$ cat src/hdl/per_client_memory_quota_table_top_macros.svh
// Assertion macros for the per-client memory quota table.
`ifndef PER_CLIENT_MEMORY_QUOTA_TABLE_TOP_MACROS_SVH
`define PER_CLIENT_MEMORY_QUOTA_TABLE_TOP_MACROS_SVH
`ifndef SYNTHESIS
`define PCMQ_ASSERT(lbl, expr) \
    lbl: assert property (@(posedge i_clk) disable iff (!i_rst_n) (expr)) \
        else $error("pcmq assertion failed");
`define PCMQ_ASSERT_NEXT(lbl, pre, post) \
    lbl: assert property (@(posedge i_clk) disable iff (!i_rst_n) (pre) |=> (post)) \
        else $error("pcmq assertion failed");
`else
`define PCMQ_ASSERT(lbl, expr)
`define PCMQ_ASSERT_NEXT(lbl, pre, post)
`endif
`endif

$ cat src/hdl/pcmq_pkg.sv
// Shared types and constants of the per-client memory quota table.
package pcmq_pkg;
    localparam int ContextSlots = 64;
    localparam int ObjectSlots  = 1024;
    localparam int KeyW   = 30;
    localparam int OKeyW  = 62;
    localparam int RefW   = 16;
    localparam int ByteW  = 64;
    localparam int CtxW   = KeyW + RefW + ByteW;
    localparam int ObjW   = 1 + OKeyW + ByteW;
    localparam logic [RefW-1:0] RefMax = '1;

    typedef enum logic [2:0] {
        ACT_OPEN   = 3'd0,
        ACT_CLOSE  = 3'd1,
        ACT_CHARGE = 3'd2,
        ACT_COBJ   = 3'd3,
        ACT_UNCH   = 3'd4,
        ACT_UOBJ   = 3'd5
    } t_action;

    typedef enum logic [3:0] {
        ST_OK        = 4'd0,
        ST_TRIAL     = 4'd1,
        ST_INVALID   = 4'd2,
        ST_CTX_FULL  = 4'd3,
        ST_OVERFLOW  = 4'd4,
        ST_QUOTA     = 4'd5,
        ST_OBJ_FULL  = 4'd6,
        ST_NOT_FOUND = 4'd7,
        ST_CLAMPED   = 4'd8
    } t_status;

    typedef struct packed {
        logic [ByteW-1:0] a;
        logic [ByteW-1:0] b;
        logic             sub;
    } t_alu_req;

    typedef struct packed {
        logic [ByteW-1:0] res;
        logic             cout;   // carry on add, borrow on subtract
    } t_alu_rsp;
endpackage

$ cat src/hdl/pcmq_alu.sv
// Shared 64-bit add/subtract unit with carry and borrow out.
module pcmq_alu (
    input  pcmq_pkg::t_alu_req i_req,
    output pcmq_pkg::t_alu_rsp o_rsp
);
    logic [pcmq_pkg::ByteW:0] w_sum;

    assign w_sum = {1'b0, i_req.a}
                 + {1'b0, (i_req.sub ? ~i_req.b : i_req.b)}
                 + {{pcmq_pkg::ByteW{1'b0}}, i_req.sub};
    assign o_rsp.res  = w_sum[pcmq_pkg::ByteW-1:0];
    assign o_rsp.cout = i_req.sub ? ~w_sum[pcmq_pkg::ByteW] : w_sum[pcmq_pkg::ByteW];
endmodule
$ cat config.mk
export PLATFORM = sky130hd
export DESIGN_NAME = pcmq_alu
export DESIGN_NICKNAME = d
export VERILOG_FILES = /design/src/hdl/per_client_memory_quota_table_top_macros.svh /design/src/hdl/pcmq_pkg.sv /design/src/hdl/pcmq_alu.sv
export SDC_FILE = /design/constraint.sdc
export NUM_CORES = 1
export LEC_CHECK = 0
export ABC_AREA = 1
export ABC_CLOCK_PERIOD_IN_PS = 4000
export BUFFER_PORTS_ARGS = -buffer_cell sky130_fd_sc_hd__buf_2
export CAP_MARGIN = 10
export CORE_MARGIN = 1.5
export CORE_UTILIZATION = 55
export DETAILED_ROUTE_END_ITERATION = 7
export GPL_TIMING_DRIVEN = 0
export PLACE_DENSITY = 0.9
export SLEW_MARGIN = 10
export SYNTH_ARGS = -nofsm -noshare
export SYNTH_HDL_FRONTEND = slang
export SYNTH_SLANG_ARGS = --single-unit
$ cat constraint.sdc
create_clock -name vclk -period 4
set_input_delay 1 -clock vclk [all_inputs]
set_output_delay 1 -clock vclk [all_outputs]
set_load 0.005 [all_outputs]
==> results of run 1 <==
## Yosys cell counts (2+ instances only)
cell,n
a21o_1,3
a21oi_1,77
and2_1,3
buf_2,7
ha_1,63
inv_1,231
inv_2,9
nand2_1,458
nand2_2,25
nand3_1,46
nand3_2,2
nand3b_1,2
nand4_1,2
nor2_1,96
nor2_2,24
nor3_1,11
nor3_2,4
o21a_1,3
o21ai_0,30
o21ai_1,2
o21bai_1,10
xnor2_1,2
xor2_1,95
## logic make-up after synthesis
| kind of cell | share of synthesized area [%] |
|---|---|
| and+or+nand+nor | 45.9 |
| buffers and inverters | 15.5 |
| AOI/OAI and AO/OA | 11.2 |
| xor gates and xnor gates | 14.1 |
| adders and majority gates | 13.4 |
## through the flow
step	worst slack, ns	std cells	utilization (%)	hold WS [ns]
2_1_floorplan	0.194	1207	-	2.05
3_3_place_gp	-0.831	1541	66.6	2.26
3_5_place_dp	-0.854	1541	66.6	2.27
4_1_cts	-0.168	1613	84.8	2.27
## metal layers
metal / track usage, % / GRT overflow
met5: 32.9 / 0
met4: 60.9 / 0
met3: 51.5 / 0
met2: 87.3 / 4
met1: 68.2 / 2
## what timing repair did
action	4_1_cts
pin swaps	135
cloned	6
gates resized for setup	345
setup endpoints to repair	60
setup buffers	66
==> metrics.md, run 1 <==
| Metric | Value |
|---|---|
| Vias in the first global route | 10,400 |
| All-Layer GR Usage | 68.1% |
| Port buffer count | 194 |
| Yosys top cell area share | 28.4% |
| First-pass GRT wire length | 58,700 µm |
| Syn_nets | 1,400 |
| Placed Area | 0.00719 mm² |
| Ports | 194 |
| Library cells used by synthesis | 25 |
| Number of hold buffers added after CTS | 0 |
| Failed at | global routing |
| Remaining global-route overflow | 6 |
| Routability congestion estimate | 1.04 |
| Status | did not finish |
| Largest net degree at the start of global routing | 11 |
| Die Wd | 108 µm |
| Initial Utilization | 56.0% |
| Top cells by area in the synthesized netlist | nand2_1 28%, inv_1 14%, xor2_1 14%, ha_1 13%, a21oi_1 6.4% |
| Seq/Total Area, Yosys | 0% |
| Syn Std Cell Area | 0.00605 mm² |
| HPWL Detailed | 19,200 µm |
| Area leader, netlist | nand2_1 |
| Post-synthesis cell count | 1,207 |
| Yosys warns | 0 |
| Syn Area/Cell | 5.01 µm² |
| First Err | [ERROR GRT-0116] Global routing finished with congestion. Check the congestion regions in the DRC Viewer. |
| DIE HEIGHT | 108 µm |
| Std cell rows | 38 |
==> run 2: changes to the inputs <==
- CORE_UTILIZATION: 55 -> 40
- PLACE_DENSITY: 0.9 -> not set
- PLACE_DENSITY_LB_ADDON: not set -> 0.15
==> metrics.md, run 2 <==
| Metric | Value |
|---|---|
| Worst Max-Slew Pin Slew | 0.346 ns |
| Metal3 WL | 2330 µm |
| Syn_nets | 1,400 |
| WL per Instance | 17.9 µm |
| Top cells by area in the synthesized netlist | nand2_1 28%, inv_1 14%, xor2_1 14%, ha_1 13%, a21oi_1 6.4% |
| Hold depth | 3 |
| Worst Slack Setup Final | -0.216 ns |
| Clock Buffer Count | 0 |
| Leakage | 5.42 nW |
| RSZ-0062 raised after global routing | true |
| Slowest cell on the critical path | ha_4 |
| Status | finished, violations left |
| Seq_cells | 0 |
| Syn Std Cell Area | 0.00605 mm² |
| Fillers | 1,209 |
| Fin. Hold Viols | 0 |
| HPWL Detailed | 20,700 µm |
| Core Util, Final | 71.4% |
| Req. time, crit path | 3.00 ns |
| Share of layout cells above drive strength 1 | 50.2% |
| All-Layer GR Usage | 30.9% |
| Final period util | 105% |
| Die Area | 0.0159 mm² |
| Vias per inst | 5.33 |
| Min-Delay Path Class | input port to primary output |
| Top routing layer in use | met4 |
| Max_slew headroom | 76.8% |
| Drt total wl | 29,900 µm |
| Post-synth top cells | 458 x nand2_1, 231 x inv_1, 96 x nor2_1, 95 x xor2_1, 77 x a21oi_1 |
| Commonest non-fill, non-tap cell in the layout | nand2_1 |
| Pwr dens | 239 mW/mm² |
| Crit path capture type | primary output |
| Worst path max stage delay | 0.27 ns |
| Period minus WS final | 4.22 ns |
| Layout area overhead | 72.9% |
| Fmax | 237 MHz |
| Yosys top cell area share | 28.4% |
| Post-synthesis cell count | 1,207 |
| Cell breakdown of the critical path | buf_12 > buf_12 > buf_16 > buf_6 > xor2_2 > ha_4 > nand2_4 > inv_2 > nand2_2 > nand3_2 > nand2_1 > nand2_2 > nand3b_1 > buf_4 > xor2_1 > buf_2 |
| Routability congestion estimate | 1.00 |
| Ports | 194 |
| Initial drt markers | 744 |
| Core region area | 0.0146 mm² |
| Maximum VDD drop | 0.000139 V |
| Crit path kind | input port to primary output |
| Final ANT Viol Nets | 0 |
| Vias in the first global route | 7,644 |
| Area leader, netlist | nand2_1 |
| Critical Path AT | 3.22 ns |
| Std cell rows | 44 |
| Pins Over Slew Limit | 0 |
| Most frequent cells in the layout | 326 x nand2_1, 197 x inv_1, 193 x buf_2, 123 x nand2_2, 69 x buf_4 |
| Number of hold buffers added after CTS | 0 |
| TritonRoute pass-1 iters | 8 |
| Final setup viols | 51 |
| Final nets | 1,674 |
| Critical path launch point type | input port |
| Metal2 WL | 13,600 µm |
| Yosys warns | 0 |
| Sum Neg Setup Slack | -5.99 ns |
| Crit-path max FO | 5 |
| Critical Path Start | i_req[0] |
| Initial Utilization | 41.3% |
| DIE HEIGHT | 126 µm |
| DRC errors left | 9 |
| Via count | 8,877 |
| WL met1 | 12,300 µm |
| Port buffer count | 194 |
| Most common cell in the synthesized netlist | nand2_1 |
| Failing checks | DRC, setup timing |
| Post-Place Worst Slack | -0.789 ns |
| Die Wd | 126 µm |
| Syn Area/Cell | 5.01 µm² |
| Seq/Total Area, Yosys | 0% |
| Largest net degree at the start of global routing | 11 |
| Library cells used by synthesis | 25 |
| First-pass GRT wire length | 39,000 µm |
| FF/Latch Area | 0 µm² |
| Remaining global-route overflow | 0 |
| Max-cap viol count | 0 |
| Antenna violations before repair | 3 |
| CP endpoint | o_rsp[23] |
[run 2: cell counts after synthesis]
Identical to the previous run, type by type.
[run 2: timing repair]
action | in CTS | in global routing
gates resized for setup | 301 | 306
pin swaps | 63 | 81
setup buffers | 49 | 23
gates cloned | 6 | 0
setup endpoints to repair | 61 | 54
[run 2: how the worst min path moves through the flow]
stage	start	to
6_report	i_req[65]	o_rsp[1]
5_1_grt	i_req[65]	o_rsp[1]
4_1_cts	i_req[65]	o_rsp[1]
3_5_place_dp	i_req[65]	o_rsp[1]
3_3_place_gp	i_req[65]	o_rsp[1]
2_1_floorplan	i_req[1]	o_rsp[1]
[run 2: layer usage]
layer	global-route usage (%)	vias to the layer above
li1	-	4190
met1	44.0	4085
met2	52.2	470
met3	1.95	132
met4	5.07	0
met5	0	-
[run 2: kinds of logic after synthesis]
kind of cell / count (synthesis) / synth area share [%]
and+or+nand+nor: 673 / 45.9
buffers and inverters: 247 / 15.5
AOI/OAI and AO/OA: 126 / 11.2
xor gates and xnor gates: 97 / 14.1
adders and majority gates: 64 / 13.4
[run 2: worst max-delay path: cells and delay by family]
family                   cells  cell delay, ns
buffers and inverters        7            0.91
AND/OR/NAND/NOR              6            0.66
XOR/XNOR                     2            0.34
adder cells (fa/ha/maj)      1            0.27
[run 2: per-stage QoR]
| stage | hold slack [ns] | power [W] | area, µm² | std cells |
|---|---|---|---|---|
| finish | 2.27 | 0.00250 | 10500 | 1666 |
| global route | 2.28 | 0.00266 | 10500 | 1666 |
| CTS | 2.27 | 0.00202 | 8980 | 1640 |
| detailed placement | 2.27 | 0.00160 | 7250 | 1585 |
| global placement | 2.26 | 0.00160 | 7250 | 1585 |
| floorplan | 2.05 | 0.00102 | 6050 | 1207 |
[run 2: cell type report]
class                      count  area [µm²]  share of cell area [%]
inverter                     240         916                    8.76
buffer                         7         128                    1.22
timing repair buffer         272        1710                    16.3
antenna                        3        7.51                  0.0718
tap                          184         230                    2.20
multi-input combinational    960        7460                    71.4
[run 2: power breakdown]
group | total [W] | switching [W] | leakage [nW] | internal [W]
Clock | 0.000000000100 | 0 | 0.0000190 | 0.000000000100
Sequential | 0 | 0 | 0 | 0
Combinational | 0.00250 | 0.00147 | 5.42 | 0.00103
No activity file was read; power rests on OpenSTA's default activity.
