[src/hdl/per_client_memory_quota_table_top_macros.svh]
// Assertion macros for the per-client memory quota table.
`ifndef PER_CLIENT_MEMORY_QUOTA_TABLE_TOP_MACROS_SVH
`define PER_CLIENT_MEMORY_QUOTA_TABLE_TOP_MACROS_SVH
`ifndef SYNTHESIS
`define PCMQ_ASSERT(lbl, expr) \
    lbl: assert property (@(posedge i_clk) disable iff (!i_rst_n) (expr)) \
        else $error("pcmq assertion failed");
`define PCMQ_ASSERT_NEXT(lbl, pre, post) \
    lbl: assert property (@(posedge i_clk) disable iff (!i_rst_n) (pre) |=> (post)) \
        else $error("pcmq assertion failed");
`else
`define PCMQ_ASSERT(lbl, expr)
`define PCMQ_ASSERT_NEXT(lbl, pre, post)
`endif
`endif

[src/hdl/pcmq_ram.sv]
// Generic single-write, single-read RAM with registered read data.
module pcmq_ram #(
    parameter int WIDTH = 8,
    parameter int DEPTH = 16
) (
    input  logic                                   i_clk,
    input  logic                                   i_we,
    input  logic [((DEPTH > 1) ? $clog2(DEPTH) : 1)-1:0] i_waddr,
    input  logic [WIDTH-1:0]                       i_wdata,
    input  logic [((DEPTH > 1) ? $clog2(DEPTH) : 1)-1:0] i_raddr,
    output logic [WIDTH-1:0]                       o_rdata
);
    logic [WIDTH-1:0] r_mem [DEPTH];

    always_ff @(posedge i_clk) begin
        if (i_we) begin
            r_mem[i_waddr] <= i_wdata;
        end
        o_rdata <= r_mem[i_raddr];
    end
endmodule

[config.mk]
export PLATFORM = sky130hd
export DESIGN_NAME = pcmq_ram
export DESIGN_NICKNAME = d
export VERILOG_FILES = /design/src/hdl/per_client_memory_quota_table_top_macros.svh /design/src/hdl/pcmq_ram.sv
export SDC_FILE = /design/constraint.sdc
export NUM_CORES = 1
export LEC_CHECK = 0
export ABC_CLOCK_PERIOD_IN_PS = 2520
export BUFFER_PORTS_ARGS = -buffer_cell sky130_fd_sc_hd__buf_2
export CORE_UTILIZATION = 45
export DETAILED_ROUTE_END_ITERATION = 16
export PLACE_DENSITY = 0.73
export RECOVER_POWER = 50
export SYNTH_ARGS = -nofsm -noshare
export SYNTH_HDL_FRONTEND = slang
export SYNTH_SLANG_ARGS = --single-unit
[constraint.sdc]
create_clock -name i_clk -period 2.52 [get_ports i_clk]
set_clock_uncertainty 0.05 [all_clocks]
set_input_delay 0.252 -clock i_clk [delete_from_list [all_inputs] [get_ports i_clk]]
set_output_delay 0.252 -clock i_clk [all_outputs]
set_load 0.05 [all_outputs]
# After elaboration in Yosys (flattened, before gate mapping)
# Memory sizes are Yosys's and may differ from the RTL's. A register that Yosys moved wholly into a read port is not among the register bits.
# Cells that the tools add are included.
# totals
ff_bits	0
mem_bits_rw	128
in_bits	18
word_cells	3
mem_count	1
out_inout_bits	8
# mem_list
name	depth	word_bits	read_ports	rd_ports_with_merged_regs	wr	line_no	source
r_mem	16	8	1	1	1	pcmq_ram.sv:13	logic [WIDTH-1:0] r_mem [DEPTH];
# op_classes
n_mux	2
# op_table
cell	count
$mux 1	2

# Depth between registers and ports, before layout
# Gate-level depths: netlist of run 1.
# depth
word_depth	2
depth_mapped	5
ltp_nobuf	3

# Worst setup path before layout of run 1
# No wires, ideal clock.
# synth_path
kind	input -> register
start	input port i_waddr[2] in the netlist's numbering
end	memory r_mem[0][0] (enable)
setup_time_ns	0.383
required_ns	2.087
path_slack_ns	0.725
stages	2
t_arrival_ns	1.362
n_path_buf	0
path_cell_list	or3b_2 nor3_1
# synth_lines
element	line_no	source
from (decl)	pcmq_ram.sv:8	input logic [((DEPTH > 1) ? $clog2(DEPTH) : 1)-1:0] i_waddr,
to (decl)	pcmq_ram.sv:13	
# No word-level cell before the write port.

==> reports/qor.txt, run 1 <==
Number of synthesized flops with an enable pin = 128
Vias in the first global route = 2494
Area of the die = 11900 um2
Die width = 109 um
Critical path's largest stage delay = 560 ps
Total CTS buffers = 17
Synth Area in Simple Gates = 3.18%
H-tree Lvls = 4
Area delta synth->final = 19.0%
Post-synth top area share = 74.7%
Final antenna-violating net count = 0
Worst setup EP type = flop
DR iter-0 viols = 289
Post-synth net total = 247
CP cell instances = mux4_1 -> a22oi_1 -> nand2_1
FMAX = 0.660 GHz
Hold Path Sink = r_mem[5][0]$_DFFE_PP_
Initial antenna violation count = 0
Synth Area in Compound Gates = 2.33%
Drt wl/cell = 21.8 um
Most frequent cell after synthesis = edfxtp_1
Yosys top cell by area = edfxtp_1
First drt pass iteration count = 4
Routability Congestion = 0.721
Clock buffer depth = 2
Final setup violation count = 0
Via count = 2362
Max Cap Violations = 0
Resize count post-CTS = 0
Final period util = 60.2%
Mux cell area share after synthesis = 15.0%
Mapped Cells = 229
Synth Warn # = 0
Synth unique cells = 19
# port buffers = 25
CTS root buf = clkbuf_16
Worst vdd ir = 587 uV
Status = completed
Final Util = 55.8%
Total gr overflow = 0
Final Hold Viols = 0
Largest family of logic cells by synthesized area = multiplexers
Core ar. = 11000 um2
Cell area power density = 880 nW/um2
Hold Crit Class = input pin to flop
Startpoint Class = flop
First-pass GRT wire length = 14300 um
CTS Hold Bufs = 0
CP max FO = 1
Hold path start = i_wdata[0]
WP buf/inv = 0
CP Class = flop to flop
R2r worst-path depth = 3
Avg Inst Size Synth = 22.5 um2
Post-synthesis sequential area ratio = 77.8%
Syn Std Cell Area = 5150 um2
Reg-to-reg slack, setup = 1000 ps
Reg2reg end = o_rdata[3]$_DFF_P_
CTS tree = built
Main synth FF type = edfxtp_1
Worst-skew pair later-pin latency = 410 ps
Dpl hpwl = 5640 um
Largest net degree at the start of global routing = 33
Top post-synthesis cells by area = edfxtp_1, mux4_2, mux4_1
Slew Viols, Final = 0
Initial Utilization = 46.9%
Routed vias/inst = 5.43
Adder-Cell Fraction of Synth Area = 0%
Synth Area in XOR/XNOR = 0%
CP top delay family = multiplexers
List of most frequent post-synthesis cells = edfxtp_1, mux4_2, a22oi_1
Yosys reg bits = 136
Die Ht = 109 um
TNS Setup = 0 ps
Slew HR = 50.5%
Slowest CP cell = mux4_1
Gr usage total = 18.1%
Layout cells sized above 1 = 28.1%
Total Wirelength = 9470 um
R2r startpoint = r_mem[1][3]$_DFFE_PP_
Antenna diodes = 0
CTS sink cnt = 136
Fillers = 790
Worst-path clk slew = 60 ps
LEAKAGE = 0.00207 uW
RSZ-0062 raised after global routing = false
# IOs = 26
Tightest Pin Transition = 741 ps
Post-CTS Setup Inserts = 0
Required time worst endpoint = 2770 ps
Hold WS = 317 ps
DRC viols = 0
FP Rows = 38
Fin crit period = 1520 ps
Ys async rst share = 0%
Placed insts = 403
Finished Layout Cells = 435
Worst Path Arrival = 1770 ps
Fin nets = 300
Hold depth = 1
routing by layer:
metal  vias to the layer above  global-route usage (%)  share of wire (%)
li1                       1077                       -                  -
met1                      1198                    22.3                 43
met2                        68                    29.2                 50
met3                        19                    4.36                4.2
met4                         0                    10.3                2.5
met5                         -                       0                  0
area by class of cell:
class	instances	area (um2)	share of cell area, %
clock buffers	20	447	7.29
multi-input cells	83	1060	17.3
repair buffers	44	265	4.33
well taps	140	175	2.86
flip-flops and latches	136	4000	65.4
clock inverters	12	176	2.88
report_power, final:
part / leakage [uW] / total, uW / switching, uW / internal [uW]
Sequential: 0.00122 / 2540 / 14.1 / 2530
Combinational: 0.000547 / 275 / 178 / 97.4
Clock: 0.000300 / 2570 / 891 / 1680
placed cells by master, fill, tap and decap left out, drive strengths merged:
master | synthesis | routed
nand2 | 9 | 9
clkbuf | 0 | 30
nor3 | 4 | 4
a22oi | 16 | 16
nor2 | 13 | 13
or3b | 1 | 1
and2b | 1 | 1
edfxtp | 128 | 128
nand2b | 2 | 2
dfxtp | 8 | 8
nor2b | 1 | 1
buf | 7 | 34
nand3b | 2 | 2
clkinv | 0 | 6
nand3 | 1 | 1
and2 | 1 | 1
mux4 | 32 | 32
bufinv | 0 | 4
clkinvlp | 0 | 2
state kept, by name (all words and copies together) (netlist names):
name and count:
r_mem 128, o_rdata 8
cell families (layout without fill, tap and decap cells):
group / Yosys count / count (layout)
DFF: 136 / 136
and+or+nand+nor: 35 / 35
muxes: 32 / 32
buffers and inverters: 10 / 76
AOI/OAI and AO/OA: 16 / 16
worst max path at each step:
stage	start	end	cells past startpoint
floorplan	i_waddr[2]	r_mem[0][0]$_DFFE_PP_	2
global placement	i_raddr[1]	o_rdata[4]$_DFF_P_	5
detailed placement	i_raddr[0]	o_rdata[1]$_DFF_P_	5
CTS	r_mem[1][3]$_DFFE_PP_	o_rdata[3]$_DFF_P_	3
global route	r_mem[1][3]$_DFFE_PP_	o_rdata[3]$_DFF_P_	3
finish	r_mem[1][3]$_DFFE_PP_	o_rdata[3]$_DFF_P_	3
stage by stage:
stage / power (uW) / cell area [um2] / setup slack (ps)
after floorplan: 2770 / 5150 / 725
after global routing: 5540 / 6120 / 958
after global placement: 2860 / 5520 / 762
final: 5390 / 6120 / 1000
after detailed placement: 2870 / 5520 / 753
after CTS: 5430 / 6140 / 1020
Note: power is estimated with default switching activity, not from simulation.
==> inputs of run 2 (changes only) <==
- ABC_CLOCK_PERIOD_IN_PS: 2520 -> 1500
- clock period: 2.52 -> 1.5 ns (I/O delays scaled with it)
==> run 2 against run 1 <==
  * Clock power grew 34%
  * Critical path type unchanged
  * Cell area fell by 1.1%
  * Highest routed layer unchanged
  * Worst setup slack worse by 900 ps
  * Final cell count rose by 0.92%
==> reports/qor.txt, run 2 (synthesis gave the netlist of run 1 again) <==
Routed vias/inst = 5.42
# port buffers = 25
First-pass GRT wire length = 14200 um
Worst-skew pair later-pin latency = 400 ps
R2r startpoint = r_mem[2][5]$_DFFE_PP_
Slew HR = 48.6%
Register bank with the most flops = r_mem
Worst vdd ir = 744 uV
Status = completed
Internal cell power = 6490 uW
Clock buffer depth = 2
Psw = 1710 uW
Combinational share of power = 5.8%
H-tree Lvls = 4
Finished Cell Area = 6060 um2
Area of the die = 11900 um2
Die width = 109 um
Storage cell area = 4000 um2
M1 GR Usage = 21.8%
Most frequent cells in the layout = edfxtp_1, buf_4, mux4_2
Worst-path clk slew = 50 ps
CP top delay family = multiplexers
CTS Hold Bufs = 0
Drt wl/cell = 21.1 um
Required time worst endpoint = 1730 ps
Multi-input logic area = 1060 um2
Met2 usage = 28.8%
Routability Congestion = 0.704
Final setup violation count = 0
Slowest CP cell = mux4_1
Total CTS buffers = 17
Total Wirelength = 9250 um
Seq pwr share = 52.1%
Tightest Pin Transition = 770 ps
Fillers = 806
Antenna diodes = 0
CP cell instances = mux4_1 -> a22oi_1 -> nand2_1
Core ar. = 11000 um2
Die Ht = 109 um
Fin crit period = 1400 ps
Resize count post-CTS = 0
Critical Path Sink = o_rdata[5]$_DFF_P_
Largest net degree at the start of global routing = 19
Max reg flops = 128
Reg-to-reg slack, setup = 100 ps
FMAX = 0.714 GHz
Fin nets = 304
Layout cells sized above 1 = 28.1%
DR iter-0 viols = 214
Final period util = 93.4%
Total gr overflow = 0
First drt pass iteration count = 4
Initial antenna violation count = 0
CTS root buf = clkbuf_16
RSZ-0062 raised after global routing = false
Startpoint Class = flop
Vias in the first global route = 2423
Final antenna-violating net count = 0
Global Route met3 Usage = 5.44%
Initial Utilization = 46.9%
Worst Path Arrival = 1630 ps
Via count = 2381
Top flop regs = r_mem: 128 flops, o_rdata: 8 flops
R2r worst-path depth = 3
LEAKAGE = 0.00205 uW
Critical path's largest stage delay = 510 ps
Area delta synth->final = 17.7%
Most common cell after layout, fill and taps aside = edfxtp_1
WP buf/inv = 0
Reg2reg end = o_rdata[5]$_DFF_P_
Worst Setup SP = r_mem[2][5]$_DFFE_PP_
CP max FO = 1
CTS sink cnt = 136
Hold Crit Class = input pin to flop
Clock Power Share = 42.0%
DP Area = 5580 um2
Cell area power density = 1350 nW/um2
CP Class = flop to flop
Post-CTS Setup Inserts = 0
Gr busiest metal = met2
DRC viols = 0
Final Hold Viols = 0
FP Rows = 38
Slew Viols, Final = 0
Sw frac = 20.8%
Gr usage total = 17.6%
Dpl hpwl = 6060 um
Worst setup EP type = flop
Worst path depth = 3
Hold WS = 229 ps
# IOs = 26
CTS tree = built
Max Cap Violations = 0
==> run 2: changes by cell type in the layout (fill, tap and decap cells not counted) <==
cell | previous run | this run
nor3_2 | 0 | 1
clkbuf_1 | 12 | 13
clkinv_1 | 0 | 3
buf_4 | 17 | 19
clkinv_4 | 3 | 0
nor3_1 | 4 | 3
clkinv_2 | 3 | 7
clkbuf_8 | 1 | 0
bufinv_16 | 4 | 0
buf_12 | 1 | 3
==> run 2: worst reg2reg max path, delay by kind of cell, from the launching register on <==
kind            cells  cell delay, ps
mux                 1             520
simple gates        1             100
compound gates      1             240
flops               1             380
==> run 2: routing by layer <==
layer  routed length, um  share of wire (%)
met1                3850                 42
met2                4870                 53
met3                 422                4.6
met4                 108                1.2
met5                   0                  0
==> run 2: how the worst min path moves through the flow <==
stage,slack [ps],cells past startpoint,from,end
2_1_floorplan,200,0,i_wdata[0],r_mem[0][0]$_DFFE_PP_
3_3_place_gp,480,1,i_wdata[2],r_mem[6][2]$_DFFE_PP_
3_5_place_dp,500,1,i_wdata[2],r_mem[7][2]$_DFFE_PP_
4_1_cts,70,1,i_wdata[2],r_mem[7][2]$_DFFE_PP_
5_1_grt,250,1,i_wdata[0],r_mem[10][0]$_DFFE_PP_
6_report,230,1,i_wdata[2],r_mem[7][2]$_DFFE_PP_
==> run 2: metrics by stage <==
| stage | power, uW | cells | worst slack, ps | util [%] | setup TNS (ps) |
|---|---|---|---|---|---|
| finish | 8200 | 439 | 99.5 | 55.2 | 0 |
| global route | 8460 | 439 | 41.9 | 55.2 | 0 |
| CTS | 8290 | 439 | 95.3 | 55.3 | 0 |
| detailed placement | 4840 | 407 | -146 | 50.8 | -559 |
| global placement | 4820 | 407 | -113 | 50.8 | -468 |
| floorplan | 4650 | 229 | 33.9 | - | 0 |
==> run 2: final cells by class <==
type | count | share of cell area [%]
Timing Repair Buffer | 48 | 5.29
Clock buffer | 20 | 7.21
Tap cell | 140 | 2.89
Sequential cell | 136 | 66.1
Multi-Input combinational cell | 83 | 17.5
Clock inverter | 12 | 1.01
==> run 2: power groups by stage <==
stage          Sequential, uW  Clock [uW]  Combinational [uW]
2_1_floorplan            4430           0                 216
3_3_place_gp             4340           0                 476
3_5_place_dp             4350           0                 489
4_1_cts                  4270        3520                 492
5_1_grt                  4280        3660                 516
6_report                 4280        3450                 478
